--- config.mk ---
export PLATFORM = sky130hd
export DESIGN_NAME = rational_arithmetic_unit
export DESIGN_NICKNAME = d
export VERILOG_FILES = /design/src/rtl/rau_pkg.sv /design/src/rtl/rau_unit.sv /design/src/rtl/rational_arithmetic_unit.sv
export SDC_FILE = /design/constraint.sdc
export NUM_CORES = 2
export LEC_CHECK = 0
export BUFFER_PORTS_ARGS = -buffer_cell sky130_fd_sc_hd__buf_2
export CELL_PAD_IN_SITES_DETAIL_PLACEMENT = 1
export CELL_PAD_IN_SITES_GLOBAL_PLACEMENT = 2
export CORE_UTILIZATION = 31
export CTS_CLUSTER_DIAMETER = 80
export DETAILED_ROUTE_END_ITERATION = 10
export PLACE_DENSITY_LB_ADDON = 0.08
export SYNTH_ARGS = -nofsm -noshare
export SYNTH_HDL_FRONTEND = slang
export SYNTH_SLANG_ARGS = --single-unit
--- constraint.sdc ---
create_clock -name i_clk -period 19.13 [get_ports i_clk]
set_input_delay 3.826 -clock i_clk [delete_from_list [all_inputs] [get_ports i_clk]]
set_output_delay 3.826 -clock i_clk [all_outputs]
set_load 0.05 [all_outputs]
--- src/rtl/rau_pkg.sv ---
// ---------------------------------------------------------------------------
// rau_pkg: shared types and constants of the rational arithmetic unit
// Operation and status codes, shared-unit opcodes.
// ---------------------------------------------------------------------------
package rau_pkg;

    localparam int OperandWidthDefault = 32;

    typedef enum logic [3:0] {
        CMD_ADD = 4'd0,
        CMD_SUB = 4'd1,
        CMD_MUL = 4'd2,
        CMD_DIV = 4'd3,
        CMD_EQ  = 4'd4,
        CMD_LT  = 4'd5,
        CMD_GT  = 4'd6,
        CMD_LE  = 4'd7,
        CMD_GE  = 4'd8
    } t_cmd;

    typedef enum logic [1:0] {
        ST_OK      = 2'd0,
        ST_ZERODEN = 2'd1,
        ST_DIVZERO = 2'd2,
        ST_OVF     = 2'd3
    } t_status;

    // shared-unit operations
    typedef enum logic [1:0] {
        OP_MUL = 2'd0,
        OP_DIV = 2'd1,
        OP_GCD = 2'd2
    } t_op;

    typedef struct packed {
        logic start;
        t_op  op;
    } t_unit_ctl;

endpackage

--- src/rtl/rau_unit.sv ---
// ---------------------------------------------------------------------------
// rau_unit: shared multicycle arithmetic unit
// Shift-add multiply, restoring divide, binary GCD, one bit step per cycle.
// ---------------------------------------------------------------------------
module rau_unit #(
    parameter int W = 64
) (
    input  logic              i_clk,
    input  logic              i_rst_n,
    input  rau_pkg::t_unit_ctl i_ctl,
    input  logic [W-1:0]      i_a,
    input  logic [W-1:0]      i_b,
    output logic [W-1:0]      o_res,
    output logic              o_done
);
    localparam int CW = $clog2(W + 1);

    logic [W-1:0]  r_a, r_b, r_acc, n_a, n_b, n_acc;
    logic [CW-1:0] r_cnt, n_cnt;
    logic [CW-1:0] r_sh, n_sh;
    logic          r_busy, n_busy, r_done, n_done;
    rau_pkg::t_op  r_op, n_op;
    logic [W:0]    w_rem;
    logic [W-1:0]  w_diff;

    always_comb begin
        n_a = r_a; n_b = r_b; n_acc = r_acc; n_cnt = r_cnt; n_sh = r_sh;
        n_busy = r_busy; n_done = 1'b0; n_op = r_op;
        w_rem = '0;
        w_diff = '0;
        if (i_ctl.start) begin
            n_a = i_a; n_b = i_b; n_acc = '0; n_cnt = CW'(W); n_sh = '0;
            n_busy = 1'b1; n_op = i_ctl.op;
        end else if (r_busy) begin
            case (r_op)
                rau_pkg::OP_MUL: begin
                    if (r_b[0]) n_acc = r_acc + r_a;
                    n_a = r_a << 1;
                    n_b = r_b >> 1;
                    n_cnt = r_cnt - 1'b1;
                    if (r_cnt == CW'(1)) begin n_busy = 1'b0; n_done = 1'b1; end
                end
                rau_pkg::OP_DIV: begin
                    // r_acc remainder, r_a quotient bits shifted in
                    w_rem = {r_acc, r_a[W-1]};
                    n_a = r_a << 1;
                    if (w_rem >= {1'b0, r_b}) begin
                        w_rem = w_rem - {1'b0, r_b};
                        n_a[0] = 1'b1;
                    end
                    n_acc = w_rem[W-1:0];
                    n_cnt = r_cnt - 1'b1;
                    if (r_cnt == CW'(1)) begin n_busy = 1'b0; n_done = 1'b1; end
                end
                rau_pkg::OP_GCD: begin
                    if (r_a == '0) begin
                        n_acc = r_b << r_sh; n_busy = 1'b0; n_done = 1'b1;
                    end else if (r_b == '0) begin
                        n_acc = r_a << r_sh; n_busy = 1'b0; n_done = 1'b1;
                    end else if (!r_a[0] && !r_b[0]) begin
                        n_a = r_a >> 1; n_b = r_b >> 1; n_sh = r_sh + 1'b1;
                    end else if (!r_a[0]) begin
                        n_a = r_a >> 1;
                    end else if (!r_b[0]) begin
                        n_b = r_b >> 1;
                    end else if (r_a >= r_b) begin
                        w_diff = r_a - r_b; n_a = w_diff >> 1;
                    end else begin
                        w_diff = r_b - r_a; n_b = w_diff >> 1;
                    end
                end
                default: begin
                    n_busy = 1'b0; n_done = 1'b1;
                end
            endcase
        end
    end

    always_ff @(posedge i_clk) begin
        r_a <= n_a; r_b <= n_b; r_acc <= n_acc; r_cnt <= n_cnt; r_sh <= n_sh;
        r_op <= n_op;
        if (!i_rst_n) begin
            r_busy <= 1'b0; r_done <= 1'b0;
        end else begin
            r_busy <= n_busy; r_done <= n_done;
        end
    end

    assign o_res  = (r_op == rau_pkg::OP_DIV) ? r_a : r_acc;
    assign o_done = r_done;

    a_done_idle: assert property (@(posedge i_clk) disable iff (!i_rst_n)
        r_done |-> !r_busy) else $error("done while busy");
    a_start_busy: assert property (@(posedge i_clk) disable iff (!i_rst_n)
        i_ctl.start |=> r_busy) else $error("start lost");
    a_one_done: assert property (@(posedge i_clk) disable iff (!i_rst_n)
        r_done |=> !r_done) else $error("double done");
endmodule

--- src/rtl/rational_arithmetic_unit.sv ---
// ---------------------------------------------------------------------------
// rational_arithmetic_unit: reduced rational add/sub/mul/div/compare
// Operands normalized and reduced, result reduced and range checked.
// ---------------------------------------------------------------------------
// Steps: 12 steps on one shared 64-bit unit: six divides, three multiplies
// and three binary GCDs. A zero operand denominator is answered straight
// from idle with status ST_ZERODEN. One item at a time; the next is taken
// once the result leaves the output register. Reset: synchronous active
// low, sequencer idle.
module rational_arithmetic_unit #(
    parameter int OPERAND_WIDTH = rau_pkg::OperandWidthDefault
) (
    input  logic        i_clk,
    input  logic        i_rst_n,
    input  logic        i_valid,
    output logic        o_stall,
    input  logic [3:0]  i_cmd,
    input  logic signed [31:0] i_lhs_num,
    input  logic signed [31:0] i_lhs_den,
    input  logic signed [31:0] i_rhs_num,
    input  logic signed [31:0] i_rhs_den,
    output logic        o_valid,
    input  logic        i_stall,
    output logic signed [31:0] o_res_num,
    output logic [30:0] o_res_den,
    output logic        o_cmp_true,
    output logic [1:0]  o_status
);
    localparam int UW = 64;
    localparam int OW = OPERAND_WIDTH;

    typedef enum logic [13:0] {
        S_IDLE = 14'b00000000000001,
        S_GA   = 14'b00000000000010,
        S_DAN  = 14'b00000000000100,
        S_DAD  = 14'b00000000001000,
        S_GB   = 14'b00000000010000,
        S_DBN  = 14'b00000000100000,
        S_DBD  = 14'b00000001000000,
        S_M1   = 14'b00000010000000,
        S_M2   = 14'b00000100000000,
        S_M3   = 14'b00001000000000,
        S_GR   = 14'b00010000000000,
        S_DRN  = 14'b00100000000000,
        S_DRD  = 14'b01000000000000,
        S_OUT  = 14'b10000000000000
    } t_state;

    t_state r_st, n_st;
    logic [3:0]    r_cmd;
    logic          r_sa, r_sb, r_sr;
    logic [UW-1:0] r_an, r_ad, r_bn, r_bd, r_g, r_x, r_y, r_rn, r_rd;
    logic          r_ocmp;
    logic [1:0]    r_ost;
    logic [31:0]   r_onum;
    logic [30:0]   r_oden;
    logic          r_go;

    rau_pkg::t_unit_ctl w_ctl;
    logic [UW-1:0] w_ua, w_ub, w_ures;
    logic          w_udone;

    rau_unit #(.W(UW)) u_unit (
        .i_clk(i_clk), .i_rst_n(i_rst_n), .i_ctl(w_ctl),
        .i_a(w_ua), .i_b(w_ub), .o_res(w_ures), .o_done(w_udone)
    );

    function automatic logic [UW-1:0] f_mag(input logic [31:0] raw);
        logic [OW-1:0] b;
        logic [OW-1:0] nb;
        b = raw[OW-1:0];
        nb = -b;
        f_mag = b[OW-1] ? UW'(nb) : UW'(b);
    endfunction

    function automatic logic f_neg(input logic [31:0] raw);
        f_neg = raw[OW-1];
    endfunction

    logic w_acc_in, w_acc_out;
    logic [UW-1:0] w_lim;
    logic w_xneg, w_yneg, w_c_lt, w_c_eq, w_t, w_ovf, w_rneg;
    logic [UW-1:0] w_rmag;
    logic w_div0, w_cmp_op;

    assign w_lim     = UW'(1) << (OW - 1);
    assign w_acc_in  = i_valid && !o_stall;
    assign w_acc_out = o_valid && !i_stall;
    assign o_stall   = (r_st != S_IDLE) || o_valid;

    // cross products live in r_x (a.n*b.d, a.n*b.n for multiply) and r_y (b.n*a.d)
    assign w_xneg = r_sa && (r_an != '0);
    assign w_yneg = r_sb && (r_bn != '0);
    always_comb begin
        w_c_eq = (w_xneg == w_yneg) && (r_x == r_y);
        if (w_xneg != w_yneg) w_c_lt = w_xneg;
        else if (!w_xneg)     w_c_lt = r_x < r_y;
        else                  w_c_lt = r_x > r_y;
        case (r_cmd)
            rau_pkg::CMD_EQ: w_t = w_c_eq;
            rau_pkg::CMD_LT: w_t = w_c_lt;
            rau_pkg::CMD_GT: w_t = !w_c_lt && !w_c_eq;
            rau_pkg::CMD_LE: w_t = w_c_lt || w_c_eq;
            rau_pkg::CMD_GE: w_t = !w_c_lt;
            default:         w_t = 1'b0;
        endcase
    end

    assign w_rneg = r_sr && (r_rn != '0);
    assign w_rmag = r_rn;
    assign w_ovf  = (w_rneg ? (w_rmag > w_lim) : (w_rmag >= w_lim))
                    || ((r_rn == '0) ? 1'b0 : (r_rd >= w_lim));

    always_comb begin
        n_st = r_st;
        w_ctl.start = 1'b0;
        w_ctl.op = rau_pkg::OP_GCD;
        w_ua = '0;
        w_ub = '0;
        case (r_st)
            S_IDLE: if (w_acc_in && (f_mag(i_lhs_den) != '0)
                        && (f_mag(i_rhs_den) != '0)) n_st = S_GA;
            S_GA:  begin w_ua = r_an; w_ub = r_ad; if (w_udone) n_st = S_DAN; end
            S_DAN: begin w_ua = r_an; w_ub = r_g;  if (w_udone) n_st = S_DAD; end
            S_DAD: begin w_ua = r_ad; w_ub = r_g;  if (w_udone) n_st = S_GB; end
            S_GB:  begin w_ua = r_bn; w_ub = r_bd; if (w_udone) n_st = S_DBN; end
            S_DBN: begin w_ua = r_bn; w_ub = r_g;  if (w_udone) n_st = S_DBD; end
            S_DBD: begin w_ua = r_bd; w_ub = r_g;  if (w_udone) n_st = S_M1; end
            S_M1:  begin w_ua = r_an; w_ub = (r_cmd == rau_pkg::CMD_MUL) ? r_bn : r_bd;
                   if (w_udone) n_st = S_M2; end
            S_M2:  begin w_ua = r_bn; w_ub = r_ad; if (w_udone) n_st = S_M3; end
            S_M3:  begin w_ua = r_ad; w_ub = r_bd; if (w_udone) n_st = S_GR; end
            S_GR:  begin w_ua = r_rn; w_ub = r_rd; if (w_udone) n_st = S_DRN; end
            S_DRN: begin w_ua = r_rn; w_ub = r_g;  if (w_udone) n_st = S_DRD; end
            S_DRD: begin w_ua = r_rd; w_ub = r_g;  if (w_udone) n_st = S_OUT; end
            S_OUT: n_st = S_IDLE;
            default: n_st = S_IDLE;
        endcase
        if (r_st == S_DAN || r_st == S_DAD || r_st == S_DBN || r_st == S_DBD
            || r_st == S_DRN || r_st == S_DRD) w_ctl.op = rau_pkg::OP_DIV;
        if (r_st == S_M1 || r_st == S_M2 || r_st == S_M3) w_ctl.op = rau_pkg::OP_MUL;
        // start on entry to each unit step
        w_ctl.start = (r_st != S_IDLE) && (r_st != S_OUT) && r_go;
    end

    assign w_cmp_op = (r_cmd >= rau_pkg::CMD_EQ);
    assign w_div0   = (r_cmd == rau_pkg::CMD_DIV) && (r_bn == '0);

    always_ff @(posedge i_clk) begin
        if (!i_rst_n) begin
            r_st <= S_IDLE; r_go <= 1'b0;
        end else begin
            r_st <= n_st;
            r_go <= (n_st != r_st);
        end
        if (r_st == S_IDLE && w_acc_in) begin
            r_cmd <= i_cmd;
            r_an <= f_mag(i_lhs_num); r_ad <= f_mag(i_lhs_den);
            r_bn <= f_mag(i_rhs_num); r_bd <= f_mag(i_rhs_den);
            r_sa <= f_neg(i_lhs_num) ^ f_neg(i_lhs_den);
            r_sb <= f_neg(i_rhs_num) ^ f_neg(i_rhs_den);
        end
        if (w_udone) begin
            case (r_st)
                S_GA, S_GB, S_GR: r_g <= (w_ures == '0) ? UW'(1) : w_ures;
                S_DAN: r_an <= w_ures;
                S_DAD: r_ad <= (r_an == '0) ? UW'(1) : w_ures;
                S_DBN: r_bn <= w_ures;
                S_DBD: r_bd <= (r_bn == '0) ? UW'(1) : w_ures;
                S_M1:  r_x <= w_ures;
                S_M2:  r_y <= w_ures;
                S_M3:  r_rd <= (r_cmd == rau_pkg::CMD_DIV) ? r_y : w_ures;
                S_DRN: r_rn <= w_ures;
                S_DRD: r_rd <= w_ures;
                default: r_g <= r_g;
            endcase
        end
        if (r_st == S_M3 && w_udone) begin
            // combine numerator from cross products before GCD starts
            case (r_cmd)
                rau_pkg::CMD_ADD, rau_pkg::CMD_SUB: begin
                    if (w_xneg == ((r_cmd == rau_pkg::CMD_SUB) ? !w_yneg : w_yneg)) begin
                        r_rn <= r_x + r_y; r_sr <= w_xneg;
                    end else if (r_x >= r_y) begin
                        r_rn <= r_x - r_y; r_sr <= w_xneg;
                    end else begin
                        r_rn <= r_y - r_x; r_sr <= !w_xneg;
                    end
                end
                rau_pkg::CMD_MUL: begin r_rn <= r_x; r_sr <= r_sa ^ r_sb; end
                default: begin r_rn <= r_x; r_sr <= r_sa ^ r_sb; end
            endcase
        end
    end

    // output register
    logic r_ovalid;
    always_ff @(posedge i_clk) begin
        if (!i_rst_n) begin
            r_ovalid <= 1'b0;
        end else if (r_st == S_IDLE && w_acc_in &&
                     (f_mag(i_lhs_den) == '0 || f_mag(i_rhs_den) == '0)) begin
            r_ovalid <= 1'b1;
        end else if (r_st == S_OUT) begin
            r_ovalid <= 1'b1;
        end else if (w_acc_out) begin
            r_ovalid <= 1'b0;
        end
        if (r_st == S_IDLE && w_acc_in) begin
            r_onum <= '0; r_oden <= 31'd1; r_ocmp <= 1'b0; r_ost <= rau_pkg::ST_ZERODEN;
        end else if (r_st == S_OUT) begin
            r_onum <= '0; r_oden <= 31'd1; r_ocmp <= 1'b0; r_ost <= rau_pkg::ST_OK;
            if (r_cmd > rau_pkg::CMD_GE) begin
                r_ost <= rau_pkg::ST_OK;
            end else if (w_cmp_op) begin
                r_ocmp <= w_t;
            end else if (w_div0) begin
                r_ost <= rau_pkg::ST_DIVZERO;
            end else if (w_ovf) begin
                r_ost <= rau_pkg::ST_OVF;
            end else begin
                r_onum <= w_rneg ? 32'(-w_rmag) : 32'(w_rmag);
                r_oden <= (r_rn == '0) ? 31'd1 : 31'(r_rd);
            end
        end
    end

    assign o_valid    = r_ovalid;
    assign o_res_num  = r_onum;
    assign o_res_den  = r_oden;
    assign o_cmp_true = r_ocmp;
    assign o_status   = r_ost;

    a_busy_no_out: assert property (@(posedge i_clk) disable iff (!i_rst_n)
        (r_st != S_IDLE && r_st != S_OUT) |-> !$rose(r_ovalid))
        else $error("result during work");
    a_out_from_done: assert property (@(posedge i_clk) disable iff (!i_rst_n)
        (r_st == S_OUT) |=> o_valid) else $error("result lost");
    a_den_pos: assert property (@(posedge i_clk) disable iff (!i_rst_n)
        o_valid |-> (o_res_den != '0)) else $error("zero denominator out");
endmodule
==> results.json <==
{
  "nFillCells": 28300,
  "ys_warn_count": 0,
  "synthFlopType": "edfxtp_1",
  "grt_pass1_wl_mm": 590,
  "power_mw": 7.72,
  "worst_slew_pin_slew_ps": 1430,
  "drive_gt1_frac": 0.0844,
  "pwr-share-seq": 0.323,
  "power.density_mw_per_mm2": 93.4,
  "insertion_delay_ps": 800,
  "tns_ps": 0,
  "areaGrowthSynthToFinish_pct": 11.6,
  "start_kind": "flip-flop",
  "antenna_found_initial": 29,
  "crit_start": "r_st[11]",
  "synth_cells": 9392,
  "final_core_util": 0.348,
  "async_flop_share": 0,
  "wirelength_mm": 420,
  "seq_area_mm2": 0.0221,
  "grt_pass1_vias": 77600,
  "cpMostUsedCell": "nor2_1",
  "yosys_register_bits": 875,
  "p_leak_nw": 32.5,
  "endpoint": "o_stall",
  "fin_skew_ps": 54.8,
  "setup_slack_ps": 11690,
  "ctsHtreeMaxLevel": 3,
  "worstPathRequired_ps": 15300,
  "drv_cap": 0,
  "synth_area_mm2": 0.0741,
  "synth_edf_count": 457,
  "synth_nets": 9994,
  "ir_worst_vdd_v": 0.0000722,
  "critPathKind": "flip-flop to output pin",
  "crit_slowest_cell": "nor2_1",
  "grt_util_all_layers": 0.336,
  "worstPathArrival_ps": 3620,
  "initial_core_util": 0.312,
  "reg2reg_from": "r_x[31]",
  "rsz0062_at_grt": "false",
  "gp_congestion": 0.940,
  "grt_max_degree": 98,
  "die_y_um": 491,
  "design.portCount": 204,
  "finalCriticalPeriod_ps": 7440,
  "crit_chain": "nor4_1 -> buf_4 -> nand2_1 -> nor2_1 -> nand4b_1 -> nor2_1 -> inv_1 -> buf_2",
  "drtIter0Drc": 7811,
  "cts_setup_buffers": 0,
  "overflow": 0,
  "drc": 1,
  "pwr-share-comb": 0.373,
  "status": "complete, but fails checks",
  "setup_viol": 0,
  "p_switching_mw": 3.22,
  "avgSynthCellArea_um2": 7.89,
  "vias": 77400,
  "slowest_delay_ps": 700,
  "rows": 179,
  "post-dp-hpwl_mm": 334,
  "dp_slack_ps": 11340,
  "final_nets": 9902,
  "switching_share": 0.417,
  "drtPass1Iterations": 11,
  "endpoint_kind": "output pin",
  "cts-root-buf": "clkbuf_16",
  "wl_per_cell_um": 33.4,
  "ys_seq_area_frac": 0.298,
  "cellInternalPower_mw": 4.50,
  "coreArea_mm2": 0.238,
  "multi_input_area_mm2": 0.0478,
  "holdCritPathClass": "flip-flop to flip-flop",
  "maxSlewHeadroom": 0.0437,
  "r2r-end": "r_rn[48]",
  "cts_resized": 0,
  "path_max_fanout": 7,
  "rrSetupSlack_ps": 12430,
  "dieWidth_um": 491,
  "io_buffers": 203,
  "numCtsBuffers": 119,
  "via_per_inst": 6.15,
  "reg2regPathDepth": 17,
  "hold_viol_final": 0,
  "whs_ps": 450,
  "max_freq_mhz": 134,
  "synthDistinctLibCells": 98,
  "clkPwrFrac": 0.304,
  "drtAntennaViolNets": 0,
  "fin_crit_sh": 0.389,
  "path_clk_slew_ps": 60,
  "slew_violations": 0,
  "violations": "DRC",
  "cts.path.max_buffers": 3,
  "clock_sink_count": 875,
  "dieArea_mm2": 0.241,
  "hold_buffers": 0,
  "cts_tree": "done"
}
-- kinds of logic (layout without fill, tap and decap cells) --
family | count (synthesis) | after routing | synth area share
XOR/XNOR | 460 | 460 | 0.0544
flip-flops | 875 | 875 | 0.298
adder cells (fa/ha/maj) | 466 | 466 | 0.0794
AND/OR/NAND/NOR | 2644 | 2644 | 0.166
other | 0 | 15 | 0
buffers and inverters | 1184 | 1195 | 0.0612
AO/OA/AOI/OAI | 3450 | 3450 | 0.292
multiplexers | 313 | 313 | 0.0487
-- metrics by stage --
| step | cell area (µm²) | std cells |
|---|---|---|
| floorplan | 74100 | 9392 |
| global placement | 78500 | 12300 |
| detailed placement | 78600 | 12300 |
| CTS | 82600 | 12600 |
| global route | 82600 | 12600 |
| finish | 82700 | 12600 |
-- cell usage in the layout (no fill, tap or decap), drive strengths merged, types with 66 or more instances in the layout --
master	n
a211oi	96
a21o	233
a21oi	1077
a221oi	78
a222oi	127
a22oi	128
a31oi	170
buf	414
clkbuf	159
dfxtp	418
edfxtp	457
ha	459
inv	565
mux2i	255
nand2	1017
nand2b	68
nand3	155
nand4	128
nor2	637
nor2b	66
nor3	159
nor4	147
o211ai	104
o21ai	820
o21bai	95
o22ai	113
o31ai	79
xnor2	234
xor2	226
-- flip-flops by register name (all words and copies together), names as in the netlist, 14 cells and up --
name and count:
o_res_den 31, o_res_num 32, r_ad 64, r_an 64
r_bd 64, r_bn 64, r_g 64, r_rd 64
r_rn 64, r_st 14, r_x 64, r_y 64
u_unit.r_a 64, u_unit.r_acc 64, u_unit.r_b 64
-- worst min path at each step --
stage / depth (start not counted) / slack, ps / from / endpoint
after floorplan: 2 / 450 / r_an[33] / r_an[33]
after global routing: 2 / 460 / o_res_num[4] / o_res_num[4]
after detailed placement: 2 / 440 / o_res_den[6] / o_res_den[6]
final: 2 / 450 / o_res_den[1] / o_res_den[1]
after global placement: 2 / 440 / o_res_den[11] / o_res_den[11]
after CTS: 2 / 450 / o_res_den[1] / o_res_den[1]
-- synthesized netlist by cell type, types with 77 or more instances --
master | count | area [µm²]
clkbuf_1 | 530 | 1990
mux2i_1 | 255 | 2550
o22ai_1 | 113 | 707
dfxtp_1 | 418 | 8370
a211oi_1 | 96 | 721
o211ai_1 | 104 | 781
nand4_1 | 128 | 801
a222oi_1 | 127 | 1270
nand2_1 | 1017 | 3820
nor2_1 | 636 | 2390
edfxtp_1 | 457 | 13700
a31oi_1 | 170 | 1060
o31ai_1 | 78 | 586
ha_1 | 459 | 5740
a21o_1 | 233 | 1750
xor2_1 | 226 | 1980
a21oi_1 | 1076 | 5390
o21bai_1 | 95 | 713
a221oi_1 | 77 | 674
o21ai_0 | 798 | 3990
nor4_1 | 144 | 901
nor3_1 | 156 | 781
inv_1 | 551 | 2070
a22oi_1 | 128 | 961
nand3_1 | 155 | 776
xnor2_1 | 234 | 2050
-- worst max-delay path, delay by kind of cell, from the launching register on --
kind | cells | cell delay (ps)
buffers and inverters | 3 | 540
AND/OR/NAND/NOR | 5 | 1860
flip-flops | 1 | 400
-- per-layer routing --
metal	GRT usage	vias up	wire, µm	part of all wire
li1	-	34600	-	-
met1	0.458	39600	189000	0.45
met2	0.531	2573	187000	0.45
met3	0.0387	588	22700	0.054
met4	0.149	8	21100	0.050
met5	0	-	49	0.00012
-- cell type report --
type / count / share of cell area
Timing Repair Buffer: 414 / 0.0315
Antenna cell: 15 / 0.000454
Clock inverter: 65 / 0.00873
Clock buffer: 159 / 0.0403
Inverter: 557 / 0.0254
Tap cell: 3167 / 0.0479
Multi-Input combinational cell: 7333 / 0.578
Sequential cell: 875 / 0.267
-- power groups by stage --
stage / clock, mW / combinational (mW) / sequential, mW
final: 2.35 / 2.88 / 2.49
after global routing: 2.45 / 3.07 / 2.50
after CTS: 2.39 / 2.83 / 2.48
after detailed placement: 0 / 2.81 / 2.51
after global placement: 0 / 2.79 / 2.51
after floorplan: 0 / 1.76 / 2.35
(Power assumes the default switching activity.)
